### config.mk
export PLATFORM = sky130hd
export DESIGN_NAME = json_string_escaper_utf8
export DESIGN_NICKNAME = d
export VERILOG_FILES = /design/src/hw/rtl/jse_pkg.sv /design/src/hw/rtl/jse_front.sv /design/src/hw/rtl/jse_fifo.sv /design/src/hw/rtl/jse_back.sv /design/src/hw/rtl/json_string_escaper_utf8.sv
export VERILOG_INCLUDE_DIRS = /design/src /design/src/hw/rtl
export SDC_FILE = /design/constraint.sdc
export NUM_CORES = 1
export LEC_CHECK = 0
export ABC_CLOCK_PERIOD_IN_PS = 4700
export BUFFER_PORTS_ARGS = -buffer_cell sky130_fd_sc_hd__buf_2
export CAP_MARGIN = 20
export CORE_MARGIN = 2
export CORE_UTILIZATION = 27
export DETAILED_ROUTE_END_ITERATION = 6
export PLACE_DENSITY_LB_ADDON = 0.3
export REMOVE_ABC_BUFFERS = 1
export SLEW_MARGIN = 20
export SYNTH_ARGS = -nofsm -noshare
export SYNTH_HDL_FRONTEND = slang
export SYNTH_HIERARCHICAL = 1
export SYNTH_SLANG_ARGS = --single-unit
### constraint.sdc
create_clock -name clock -period 4.7 [get_ports clock]
set_input_delay 0.47 -clock clock [delete_from_list [all_inputs] [get_ports clock]]
set_output_delay 0.47 -clock clock [all_outputs]
set_load 0.03 [all_outputs]
### src/hw/rtl/json_string_escaper_utf8_defines.svh
// Assertion macros for the escaper's RTL.
// Both macros sample on the rising edge of clock and are off while reset is high.
`ifndef JSON_STRING_ESCAPER_UTF8_DEFINES_SVH
`define JSON_STRING_ESCAPER_UTF8_DEFINES_SVH

// The consequent must hold in the same cycle as the antecedent.
`define JSE_ASSERT_NOW(label, ante, cons) \
   label: assert property (@(posedge clock) disable iff (reset) (ante) |-> (cons)) \
      else $error("json escaper: same-cycle check failed");

// The consequent must hold in the cycle after the antecedent.
`define JSE_ASSERT_NEXT(label, ante, cons) \
   label: assert property (@(posedge clock) disable iff (reset) (ante) |=> (cons)) \
      else $error("json escaper: next-cycle check failed");

`endif

### src/hw/rtl/jse_pkg.sv
package jse_pkg;

   // Default number of entries in the command queue between front and back.
   localparam int QUEUE_DEPTH_DEF = 2;

   // Input byte codes that get special handling.
   localparam logic [7:0] BYTE_NUL   = 8'h00;
   localparam logic [7:0] BYTE_BS    = 8'h08;
   localparam logic [7:0] BYTE_TAB   = 8'h09;
   localparam logic [7:0] BYTE_LF    = 8'h0A;
   localparam logic [7:0] BYTE_FF    = 8'h0C;
   localparam logic [7:0] BYTE_CR    = 8'h0D;
   localparam logic [7:0] BYTE_SPACE = 8'h20;
   localparam logic [7:0] BYTE_ASCII = 8'h80;

   // Output characters.
   localparam logic [7:0] CH_QUOTE  = 8'h22;
   localparam logic [7:0] CH_BSLASH = 8'h5C;
   localparam logic [7:0] CH_ZERO   = 8'h30;
   localparam logic [7:0] CH_B      = 8'h62;
   localparam logic [7:0] CH_D      = 8'h64;
   localparam logic [7:0] CH_F      = 8'h66;
   localparam logic [7:0] CH_N      = 8'h6E;
   localparam logic [7:0] CH_R      = 8'h72;
   localparam logic [7:0] CH_T      = 8'h74;
   localparam logic [7:0] CH_U      = 8'h75;

   // Code point limits used by the UTF-8 check.
   localparam logic [20:0] CP_MIN2    = 21'h00080;
   localparam logic [20:0] CP_MIN3    = 21'h00800;
   localparam logic [20:0] CP_MIN4    = 21'h10000;
   localparam logic [20:0] CP_MAX     = 21'h10FFFF;
   localparam logic [20:0] CP_SURR_LO = 21'h0D800;
   localparam logic [20:0] CP_SURR_HI = 21'h0DFFF;

   // Kind of escape that closes a command.
   typedef enum logic [1:0] {
      TAIL_NONE = 2'd0,
      TAIL_ESC  = 2'd1,
      TAIL_UHEX = 2'd2
   } tail_type;

   // One command: opening quote, replacement escapes, literal bytes, closing escape.
   typedef struct packed {
      logic            quote;
      logic [2:0]      fffd_cnt;
      logic [2:0]      pass_cnt;
      logic [3:0][7:0] pass_bytes;
      tail_type        tail;
      logic [7:0]      tail_byte;
   } cmd_type;

   // Queue status seen by the front and back.
   typedef struct packed {
      logic full;
      logic empty;
   } qstat_type;

   // Lowercase hex digit for a nibble.
   function automatic logic [7:0] hex_char(input logic [3:0] v);
      if (v < 4'd10) begin
         return CH_ZERO + {4'h0, v};
      end
      return 8'h57 + {4'h0, v};
   endfunction

   // Character at a position of the replacement escape backslash-u-fffd.
   function automatic logic [7:0] fffd_char(input logic [2:0] idx);
      logic [7:0] ch;
      case (idx)
         3'd0: ch = CH_BSLASH;
         3'd1: ch = CH_U;
         3'd2: ch = CH_F;
         3'd3: ch = CH_F;
         3'd4: ch = CH_F;
         default: ch = CH_D;
      endcase
      return ch;
   endfunction

endpackage

### src/hw/rtl/jse_front.sv
module jse_front (
   input  logic               clock,
   input  logic               reset,
   input  logic               req_tvalid,
   output logic               req_tready,
   input  logic [7:0]         req_tdata,   // [7:0] in_byte
   input  jse_pkg::qstat_type q_stat,
   output logic               q_push,
   output jse_pkg::cmd_type   q_cmd
);
   import jse_pkg::*;

   logic       inside_ff, inside_in;
   logic [2:0] cnt_ff, cnt_in;
   logic [2:0] len_ff, len_in;
   logic [7:0] held_ff [4];
   logic [7:0] held_in;
   logic [1:0] held_idx;
   logic       held_wr;
   logic       accept;
   logic       holding;
   logic [2:0] cnt_inc;
   logic [20:0] cp;
   logic [20:0] cp_min;
   logic       len_ok;
   logic       seq_ok;
   cmd_type    cmd;

   assign req_tready = !q_stat.full;
   assign accept     = req_tvalid && req_tready;

   // Code point of the sequence completed by the incoming byte.
   always_comb begin
      cp     = '0;
      cp_min = CP_MIN2;
      len_ok = 1'b1;
      case (len_ff)
         3'd2: begin
            cp     = {10'h0, held_ff[0][4:0], req_tdata[5:0]};
            cp_min = CP_MIN2;
         end
         3'd3: begin
            cp     = {5'h0, held_ff[0][3:0], held_ff[1][5:0], req_tdata[5:0]};
            cp_min = CP_MIN3;
         end
         3'd4: begin
            cp     = {held_ff[0][2:0], held_ff[1][5:0], held_ff[2][5:0], req_tdata[5:0]};
            cp_min = CP_MIN4;
         end
         default: len_ok = 1'b0;
      endcase
      seq_ok = len_ok && (cp >= cp_min) && (cp <= CP_MAX) &&
               !((cp >= CP_SURR_LO) && (cp <= CP_SURR_HI));
   end

   // Classify the byte and build the command for the back end.
   always_comb begin
      cmd       = '0;
      cmd.tail  = TAIL_NONE;
      inside_in = inside_ff;
      cnt_in    = cnt_ff;
      len_in    = len_ff;
      held_wr   = 1'b0;
      held_idx  = '0;
      held_in   = req_tdata;
      holding   = inside_ff && (cnt_ff != 3'd0);
      cnt_inc   = cnt_ff + 3'd1;
      cmd.quote = !inside_ff;

      if (holding && (req_tdata[7:6] == 2'b10)) begin
         // A follower byte of a held sequence.
         if (cnt_inc == len_ff) begin
            if (seq_ok) begin
               cmd.pass_cnt = len_ff;
               for (int k = 0; k < 4; k++) begin
                  cmd.pass_bytes[k] = (2'(k) == cnt_ff[1:0]) ? req_tdata : held_ff[k];
               end
            end else begin
               cmd.fffd_cnt = len_ff;
            end
            cnt_in = '0;
            len_in = '0;
         end else begin
            held_wr  = 1'b1;
            held_idx = cnt_ff[1:0];
            cnt_in   = cnt_inc;
         end
      end else begin
         // Any held bytes are replaced, then the byte is handled on its own.
         cmd.fffd_cnt = holding ? cnt_ff : 3'd0;
         cnt_in       = '0;
         len_in       = '0;
         inside_in    = 1'b1;
         case (req_tdata)
            BYTE_NUL: begin
               cmd.pass_cnt      = 3'd1;
               cmd.pass_bytes[0] = CH_QUOTE;
               inside_in         = 1'b0;
            end
            CH_QUOTE: begin
               cmd.tail      = TAIL_ESC;
               cmd.tail_byte = CH_QUOTE;
            end
            CH_BSLASH: begin
               cmd.tail      = TAIL_ESC;
               cmd.tail_byte = CH_BSLASH;
            end
            BYTE_BS: begin
               cmd.tail      = TAIL_ESC;
               cmd.tail_byte = CH_B;
            end
            BYTE_FF: begin
               cmd.tail      = TAIL_ESC;
               cmd.tail_byte = CH_F;
            end
            BYTE_LF: begin
               cmd.tail      = TAIL_ESC;
               cmd.tail_byte = CH_N;
            end
            BYTE_CR: begin
               cmd.tail      = TAIL_ESC;
               cmd.tail_byte = CH_R;
            end
            BYTE_TAB: begin
               cmd.tail      = TAIL_ESC;
               cmd.tail_byte = CH_T;
            end
            default: begin
               if (req_tdata < BYTE_SPACE) begin
                  cmd.tail      = TAIL_UHEX;
                  cmd.tail_byte = req_tdata;
               end else if (req_tdata < BYTE_ASCII) begin
                  cmd.pass_cnt      = 3'd1;
                  cmd.pass_bytes[0] = req_tdata;
               end else if (req_tdata[7:5] == 3'b110) begin
                  held_wr = 1'b1;
                  cnt_in  = 3'd1;
                  len_in  = 3'd2;
               end else if (req_tdata[7:4] == 4'b1110) begin
                  held_wr = 1'b1;
                  cnt_in  = 3'd1;
                  len_in  = 3'd3;
               end else if (req_tdata[7:3] == 5'b11110) begin
                  held_wr = 1'b1;
                  cnt_in  = 3'd1;
                  len_in  = 3'd4;
               end else begin
                  cmd.fffd_cnt = cmd.fffd_cnt + 3'd1;
               end
            end
         endcase
      end
   end

   // A command goes into the queue only if it produces output.
   assign q_cmd  = cmd;
   assign q_push = accept && (cmd.quote || (cmd.fffd_cnt != 3'd0) ||
                              (cmd.pass_cnt != 3'd0) || (cmd.tail != TAIL_NONE));

   // Hold state.
   always_ff @(posedge clock) begin
      if (reset) begin
         inside_ff <= 1'b0;
         cnt_ff    <= '0;
         len_ff    <= '0;
      end else if (accept) begin
         inside_ff <= inside_in;
         cnt_ff    <= cnt_in;
         len_ff    <= len_in;
      end
   end

   // Held sequence bytes.
   always_ff @(posedge clock) begin
      if (accept && held_wr) begin
         held_ff[held_idx] <= held_in;
      end
   end

endmodule

### src/hw/rtl/jse_fifo.sv
module jse_fifo #(
   parameter int DEPTH = jse_pkg::QUEUE_DEPTH_DEF
) (
   input  logic               clock,
   input  logic               reset,
   input  logic               push,
   input  jse_pkg::cmd_type   push_cmd,
   input  logic               pop,
   output jse_pkg::cmd_type   pop_cmd,
   output jse_pkg::qstat_type stat
);
   import jse_pkg::*;

   localparam int AW = (DEPTH > 1) ? $clog2(DEPTH) : 1;
   localparam int CW = $clog2(DEPTH + 1);

   cmd_type         entries_ff [DEPTH];
   logic [AW-1:0]   wr_ptr_ff, wr_ptr_in;
   logic [AW-1:0]   rd_ptr_ff, rd_ptr_in;
   logic [CW-1:0]   count_ff, count_in;

   assign pop_cmd    = entries_ff[rd_ptr_ff];
   assign stat.full  = (count_ff == CW'(DEPTH));
   assign stat.empty = (count_ff == '0);

   // Pointer and fill count updates.
   always_comb begin
      wr_ptr_in = wr_ptr_ff;
      rd_ptr_in = rd_ptr_ff;
      count_in  = count_ff;
      if (push) begin
         wr_ptr_in = (wr_ptr_ff == AW'(DEPTH - 1)) ? '0 : wr_ptr_ff + 1'b1;
      end
      if (pop) begin
         rd_ptr_in = (rd_ptr_ff == AW'(DEPTH - 1)) ? '0 : rd_ptr_ff + 1'b1;
      end
      case ({push, pop})
         2'b10: count_in = count_ff + 1'b1;
         2'b01: count_in = count_ff - 1'b1;
         default: count_in = count_ff;
      endcase
   end

   always_ff @(posedge clock) begin
      if (reset) begin
         wr_ptr_ff <= '0;
         rd_ptr_ff <= '0;
         count_ff  <= '0;
      end else begin
         wr_ptr_ff <= wr_ptr_in;
         rd_ptr_ff <= rd_ptr_in;
         count_ff  <= count_in;
      end
   end

   // Queue storage.
   always_ff @(posedge clock) begin
      if (push) begin
         entries_ff[wr_ptr_ff] <= push_cmd;
      end
   end

endmodule

### src/hw/rtl/jse_back.sv
module jse_back (
   input  logic               clock,
   input  logic               reset,
   input  jse_pkg::qstat_type q_stat,
   input  jse_pkg::cmd_type   q_cmd,
   output logic               q_pop,
   output logic               rsp_tvalid,
   input  logic               rsp_tready,
   output logic [7:0]         rsp_tdata,   // [7:0] out_byte
   output logic               rsp_tlast    // out_last
);
   import jse_pkg::*;

   typedef enum logic [4:0] {
      ST_IDLE  = 5'b00001,
      ST_QUOTE = 5'b00010,
      ST_FFFD  = 5'b00100,
      ST_PASS  = 5'b01000,
      ST_TAIL  = 5'b10000
   } bstate_type;

   // Where the search for the next phase starts.
   localparam logic [1:0] LV_START = 2'd0;
   localparam logic [1:0] LV_QUOTE = 2'd1;
   localparam logic [1:0] LV_FFFD  = 2'd2;
   localparam logic [1:0] LV_PASS  = 2'd3;

   // First phase of a command with output, at or after a given point.
   function automatic bstate_type phase_after(input cmd_type cmd, input logic [1:0] from);
      bstate_type st;
      if ((from == LV_START) && cmd.quote) begin
         st = ST_QUOTE;
      end else if ((from <= LV_QUOTE) && (cmd.fffd_cnt != 3'd0)) begin
         st = ST_FFFD;
      end else if ((from <= LV_FFFD) && (cmd.pass_cnt != 3'd0)) begin
         st = ST_PASS;
      end else if (cmd.tail != TAIL_NONE) begin
         st = ST_TAIL;
      end else begin
         st = ST_IDLE;
      end
      return st;
   endfunction

   bstate_type state_ff, state_in;
   logic [2:0] idx_ff, idx_in;
   logic [2:0] rep_ff, rep_in;
   cmd_type    cmd_ff, cmd_in;
   logic       rsp_valid_ff, rsp_valid_in;
   logic [7:0] rsp_data_ff, rsp_data_in;
   logic       rsp_last_ff, rsp_last_in;
   logic       can_emit;
   logic       emit;
   logic       done;
   logic       last;
   logic       load;
   bstate_type nxt;
   logic [7:0] out_byte;

   assign can_emit = !rsp_valid_ff || rsp_tready;
   assign emit     = can_emit && (state_ff != ST_IDLE);

   // Byte of the current phase and whether the phase ends with it.
   always_comb begin
      out_byte = CH_QUOTE;
      done     = 1'b0;
      nxt      = ST_IDLE;
      case (state_ff)
         ST_QUOTE: begin
            out_byte = CH_QUOTE;
            done     = 1'b1;
            nxt      = phase_after(cmd_ff, LV_QUOTE);
         end
         ST_FFFD: begin
            out_byte = fffd_char(idx_ff);
            done     = (idx_ff == 3'd5) && (rep_ff == 3'd1);
            nxt      = phase_after(cmd_ff, LV_FFFD);
         end
         ST_PASS: begin
            out_byte = cmd_ff.pass_bytes[idx_ff[1:0]];
            done     = (idx_ff == (cmd_ff.pass_cnt - 3'd1));
            nxt      = phase_after(cmd_ff, LV_PASS);
         end
         ST_TAIL: begin
            if (cmd_ff.tail == TAIL_UHEX) begin
               case (idx_ff)
                  3'd0: out_byte = CH_BSLASH;
                  3'd1: out_byte = CH_U;
                  3'd2: out_byte = CH_ZERO;
                  3'd3: out_byte = CH_ZERO;
                  3'd4: out_byte = hex_char(cmd_ff.tail_byte[7:4]);
                  default: out_byte = hex_char(cmd_ff.tail_byte[3:0]);
               endcase
               done = (idx_ff == 3'd5);
            end else begin
               out_byte = (idx_ff == 3'd0) ? CH_BSLASH : cmd_ff.tail_byte;
               done     = (idx_ff == 3'd1);
            end
            nxt = ST_IDLE;
         end
         default: begin
            out_byte = CH_QUOTE;
            done     = 1'b0;
            nxt      = ST_IDLE;
         end
      endcase
      last = done && (nxt == ST_IDLE);
   end

   // Sequencer: step through the phases and fetch the next command.
   always_comb begin
      state_in = state_ff;
      idx_in   = idx_ff;
      rep_in   = rep_ff;
      cmd_in   = cmd_ff;
      if (emit) begin
         if (done) begin
            state_in = nxt;
            idx_in   = '0;
         end else if ((state_ff == ST_FFFD) && (idx_ff == 3'd5)) begin
            idx_in = '0;
            rep_in = rep_ff - 3'd1;
         end else begin
            idx_in = idx_ff + 3'd1;
         end
      end
      load = !q_stat.empty && ((state_ff == ST_IDLE) || (emit && last));
      if (load) begin
         cmd_in   = q_cmd;
         state_in = phase_after(q_cmd, LV_START);
         idx_in   = '0;
         rep_in   = q_cmd.fffd_cnt;
      end
   end

   assign q_pop = load;

   // Output register.
   always_comb begin
      rsp_valid_in = rsp_valid_ff;
      rsp_data_in  = rsp_data_ff;
      rsp_last_in  = rsp_last_ff;
      if (can_emit) begin
         rsp_valid_in = emit;
         rsp_data_in  = out_byte;
         rsp_last_in  = last;
      end
   end

   always_ff @(posedge clock) begin
      if (reset) begin
         state_ff     <= ST_IDLE;
         idx_ff       <= '0;
         rep_ff       <= '0;
         rsp_valid_ff <= 1'b0;
      end else begin
         state_ff     <= state_in;
         idx_ff       <= idx_in;
         rep_ff       <= rep_in;
         rsp_valid_ff <= rsp_valid_in;
      end
   end

   always_ff @(posedge clock) begin
      cmd_ff      <= cmd_in;
      rsp_data_ff <= rsp_data_in;
      rsp_last_ff <= rsp_last_in;
   end

   assign rsp_tvalid = rsp_valid_ff;
   assign rsp_tdata  = rsp_data_ff;
   assign rsp_tlast  = rsp_last_ff;

endmodule

### src/hw/rtl/json_string_escaper_utf8.sv
// Channel   Direction  Ports                    Content
// req       in         req_tvalid/tready/tdata  tdata[7:0] in_byte
// rsp       out        rsp_tvalid/tready/tdata  tdata[7:0] out_byte, tlast out_last
//
// The front end takes one input byte per cycle while the command queue has room.
// The back end sends one output byte per cycle while rsp_tready does not stall it;
// a byte that only starts a held UTF-8 sequence produces no output of its own, only
// the opening quote when it is the first byte of a string.
// Reset is synchronous and clears the string, hold, queue and output state.
// Either side may stall at any time; the queue and output register decouple them.
`include "json_string_escaper_utf8_defines.svh"

module json_string_escaper_utf8 #(
   parameter int QUEUE_DEPTH = jse_pkg::QUEUE_DEPTH_DEF
) (
   input  logic       clock,
   input  logic       reset,
   input  logic       req_tvalid,
   output logic       req_tready,
   input  logic [7:0] req_tdata,   // [7:0] in_byte
   output logic       rsp_tvalid,
   input  logic       rsp_tready,
   output logic [7:0] rsp_tdata,   // [7:0] out_byte
   output logic       rsp_tlast    // out_last
);
   import jse_pkg::*;

   qstat_type q_stat;
   cmd_type   push_cmd;
   cmd_type   pop_cmd;
   logic      q_push;
   logic      q_pop;

   // Front end: hold state and byte classification.
   jse_front u_front (
      .clock      (clock),
      .reset      (reset),
      .req_tvalid (req_tvalid),
      .req_tready (req_tready),
      .req_tdata  (req_tdata),
      .q_stat     (q_stat),
      .q_push     (q_push),
      .q_cmd      (push_cmd)
   );

   // Command queue between the two ends.
   jse_fifo #(
      .DEPTH (QUEUE_DEPTH)
   ) u_fifo (
      .clock    (clock),
      .reset    (reset),
      .push     (q_push),
      .push_cmd (push_cmd),
      .pop      (q_pop),
      .pop_cmd  (pop_cmd),
      .stat     (q_stat)
   );

   // Back end: expands commands into output bytes.
   jse_back u_back (
      .clock      (clock),
      .reset      (reset),
      .q_stat     (q_stat),
      .q_cmd      (pop_cmd),
      .q_pop      (q_pop),
      .rsp_tvalid (rsp_tvalid),
      .rsp_tready (rsp_tready),
      .rsp_tdata  (rsp_tdata),
      .rsp_tlast  (rsp_tlast)
   );

   // The queue is never written when full nor read when empty.
   `JSE_ASSERT_NOW(a_no_overflow, q_push, !q_stat.full)
   `JSE_ASSERT_NOW(a_no_underflow, q_pop, !q_stat.empty)
   // A write without a read leaves at least one command waiting.
   `JSE_ASSERT_NEXT(a_push_fills, q_push && !q_pop, !q_stat.empty)

endmodule
==> metrics.yaml <==
status: "completed"
die_y_um: 195
cp.required_ns: 4.83
clk_pin_slew_ns: 0.06
die-area_sq_um: 38100
synth_top_area_share_pct: 56.9
timing.rr.start: "u_front/cnt_ff[0]"
relSlewSlack_pct: 40.1
powerDensity_nw_per_um2: 553
whs_path_depth: 1
ios: 23
startpoint: "u_front/cnt_ff[0]"
first_global_vias: 5961
rows: 69
criticalPathCategory: "reg2reg"
arrival_ns: 3.81
post-route-util_pct: 31.6
fill_cells: 3630
yosys-top-cells-count: "edfxtp_1 (187), nor2_1 (78), mux2_2 (50)"
grt.overflow.total: 0
fin_nets: 808
design_area_sq_um: 11300
cts_buffers: 24
grt_max_degree: 60
cts_resized: 0
critical_path.startpoint_type: "flip-flop"
synth_cell_types: 81
skew_ns: 0.0107
routed_via_density: 4.77
fin_crit_sh_pct: 78.1
tightest_slew_ns: 0.899
ys_ff_latch: 211
synthCells: 754
asyncSetResetFlopFracSynth_pct: 0
period_needed_ns: 3.67
grt_antenna_before_repair: 0
syn_area_sq_um: 9860
cts_root_buf: "clkbuf_16"
synth_area_leaders: "edfxtp_1 (57%), mux2_2 (5.7%), dfxtp_1 (4.9%)"
hp-class: "in2reg"
avgSynthCellArea_sq_um: 13.1
hold_viol_final: 0
switching_share_pct: 30.2
comb_power_share_pct: 25.5
instances_no_fill: 1255
slew_violations: 0
cts.sinks: 211
hold_slack_ns: 0.364
design.core.area_sq_um: 35700
clockPowerShare_pct: 30.5
yosysTopAreaCell: "edfxtp_1"
yosysWarnings: 6
post_cts_buffers: 0
hpwlAfterDp_um: 14800
ant_nets: 0
wl_per_cell_um: 17.4
finalSetupViolCount: 0
sequentialPowerShare_pct: 44.0
cp_max_fo: 49
hp-start: "req_tdata[3]"
htreeDepth: 1
vdd_ir_drop_max_mv: 0.263
maxCapViolCount: 0
gp_congestion: 0.884
worstSkewPairLatency_ns: 0.51
via_count: 5991
reg2regPathDepth: 13
port_buffers: 22
drc: 0
synth_top_flop_cell: "edfxtp_1"
power_uw: 6250
internal-power_uw: 4360
detail_route.first_pass.iterations: 5
max_freq_mhz: 272
die_x_um: 195
track_usage_pct: 11.4
post-synth-top-count-cell: "edfxtp_1"
initial_core_util_pct: 27.6
drt_iter0_markers: 486
diodes: 0
dpl_cell_area_sq_um: 10500
synth_edf_count: 187
yosysSeqAreaShare_pct: 61.8
wl_um: 21800
grt_pass1_wl_um: 34400
drive_gt1_share_pct: 18.8
p_sw_uw: 1890
clock_path_buffers: 3
area_delta_synth_final_pct: 14.5
dpl.cell_count: 1211
rsz0062_at_grt: "false"
cp-end-kind: "flip-flop"
p_leak_uw: 0.00380
ctsHoldBuffers: 0
cts_tree: "done"
[layer usage]
layer	wire [um]	share of wire, %	global-route usage, %	up-vias
li1	-	-	-	2873
met1	10600	49	16.4	2944
met2	9710	44	17.6	135
met3	820	3.8	1.50	39
met4	680	3.1	4.33	0
met5	0	0	0	-
[critical path: stages (launching register included)]
cell and delay, ns:
dfxtp_1 0.38, inv_1 0.16, ha_1 0.28, inv_1 0.13
o21ai_0 0.32, nor2_1 0.12, ha_1 0.28, o21ai_0 0.07
o21ai_0 0.28, nor4_1 0.10, a41oi_1 0.36, inv_1 0.14
nor2_4 0.09, buf_4 0.54
[worst paths after layout]
path / slack (ns) / endpoint
worst max-delay path: 1.03 / u_fifo/entries_ff[0][0]
worst min register to register: 0.51 / u_fifo/rd_ptr_ff
worst min-delay path: 0.36 / u_front/held_ff[3][3]
worst max register to register: 1.03 / u_fifo/entries_ff[0][0]
[registers in the layout, summed over array words and instances, names as in the netlist, named ones only]
name               cells
u_back/state_ff        5
u_front/held_ff       32
u_front/cnt_ff         3
u_fifo/entries_ff     98
u_back/rep_ff          3
u_back/rsp_tlast       1
u_fifo/count_ff        2
u_back/rsp_tvalid      1
u_fifo/wr_ptr_ff       1
u_front/len_ff         3
u_back/idx_ff          3
u_back/cmd_ff         48
u_back/rsp_tdata       8
u_front/inside_ff      1
u_fifo/rd_ptr_ff       1
[power groups by stage]
stage | clock, uW | sequential, uW | combinational, uW
floorplan | 0 | 2850 | 1070
detailed placement | 0 | 2790 | 1620
finish | 1910 | 2750 | 1590
global placement | 0 | 2790 | 1620
CTS | 1960 | 2760 | 1630
global route | 2030 | 2800 | 1780
[stage by stage]
| step | setup WS [ns] | setup TNS (ns) |
|---|---|---|
| after CTS | 1.02 | 0 |
| after global placement | 1.04 | 0 |
| after global routing | 0.676 | 0 |
| after detailed placement | 0.997 | 0 |
| after floorplan | -0.121 | -5.93 |
| final | 1.03 | 0 |
[layout by cell type (no fill, tap or decap), types with 7 or more instances in the layout]
cell type	n
o21ai_0	24
and2_1	8
xnor2_1	11
nor2_1	77
mux2_2	50
dfxtp_1	23
inv_1	32
mux2i_1	28
a21oi_1	29
a22o_1	7
edfxtp_1	187
clkbuf_16	25
ha_1	20
nand2_1	47
nand3_1	16
buf_4	8
nor2b_1	9
nor3_1	18
mux4_2	8
nor4_1	8
buf_2	22
[final cells by class]
cell class / count / area, sq um / area share [%]
Sequential cell: 211 / 6100 / 54.0
Multi-Input combinational cell: 475 / 3470 / 30.8
Clock buffer: 30 / 644 / 5.71
Tap cell: 461 / 577 / 5.11
Timing Repair Buffer: 32 / 210 / 1.86
Clock inverter: 14 / 170 / 1.51
Inverter: 32 / 120 / 1.06
[cells by family after synthesis]
kind of cell	synth area share, %
buffers and inverters	3.03
multiplexers	10.4
flip-flops	61.8
XOR/XNOR	1.75
AO/OA/AOI/OAI	8.86
adder cells (fa/ha/maj)	2.54
other	0.0380
AND/OR/NAND/NOR	11.6
Power figures use the tool's default switching activity.
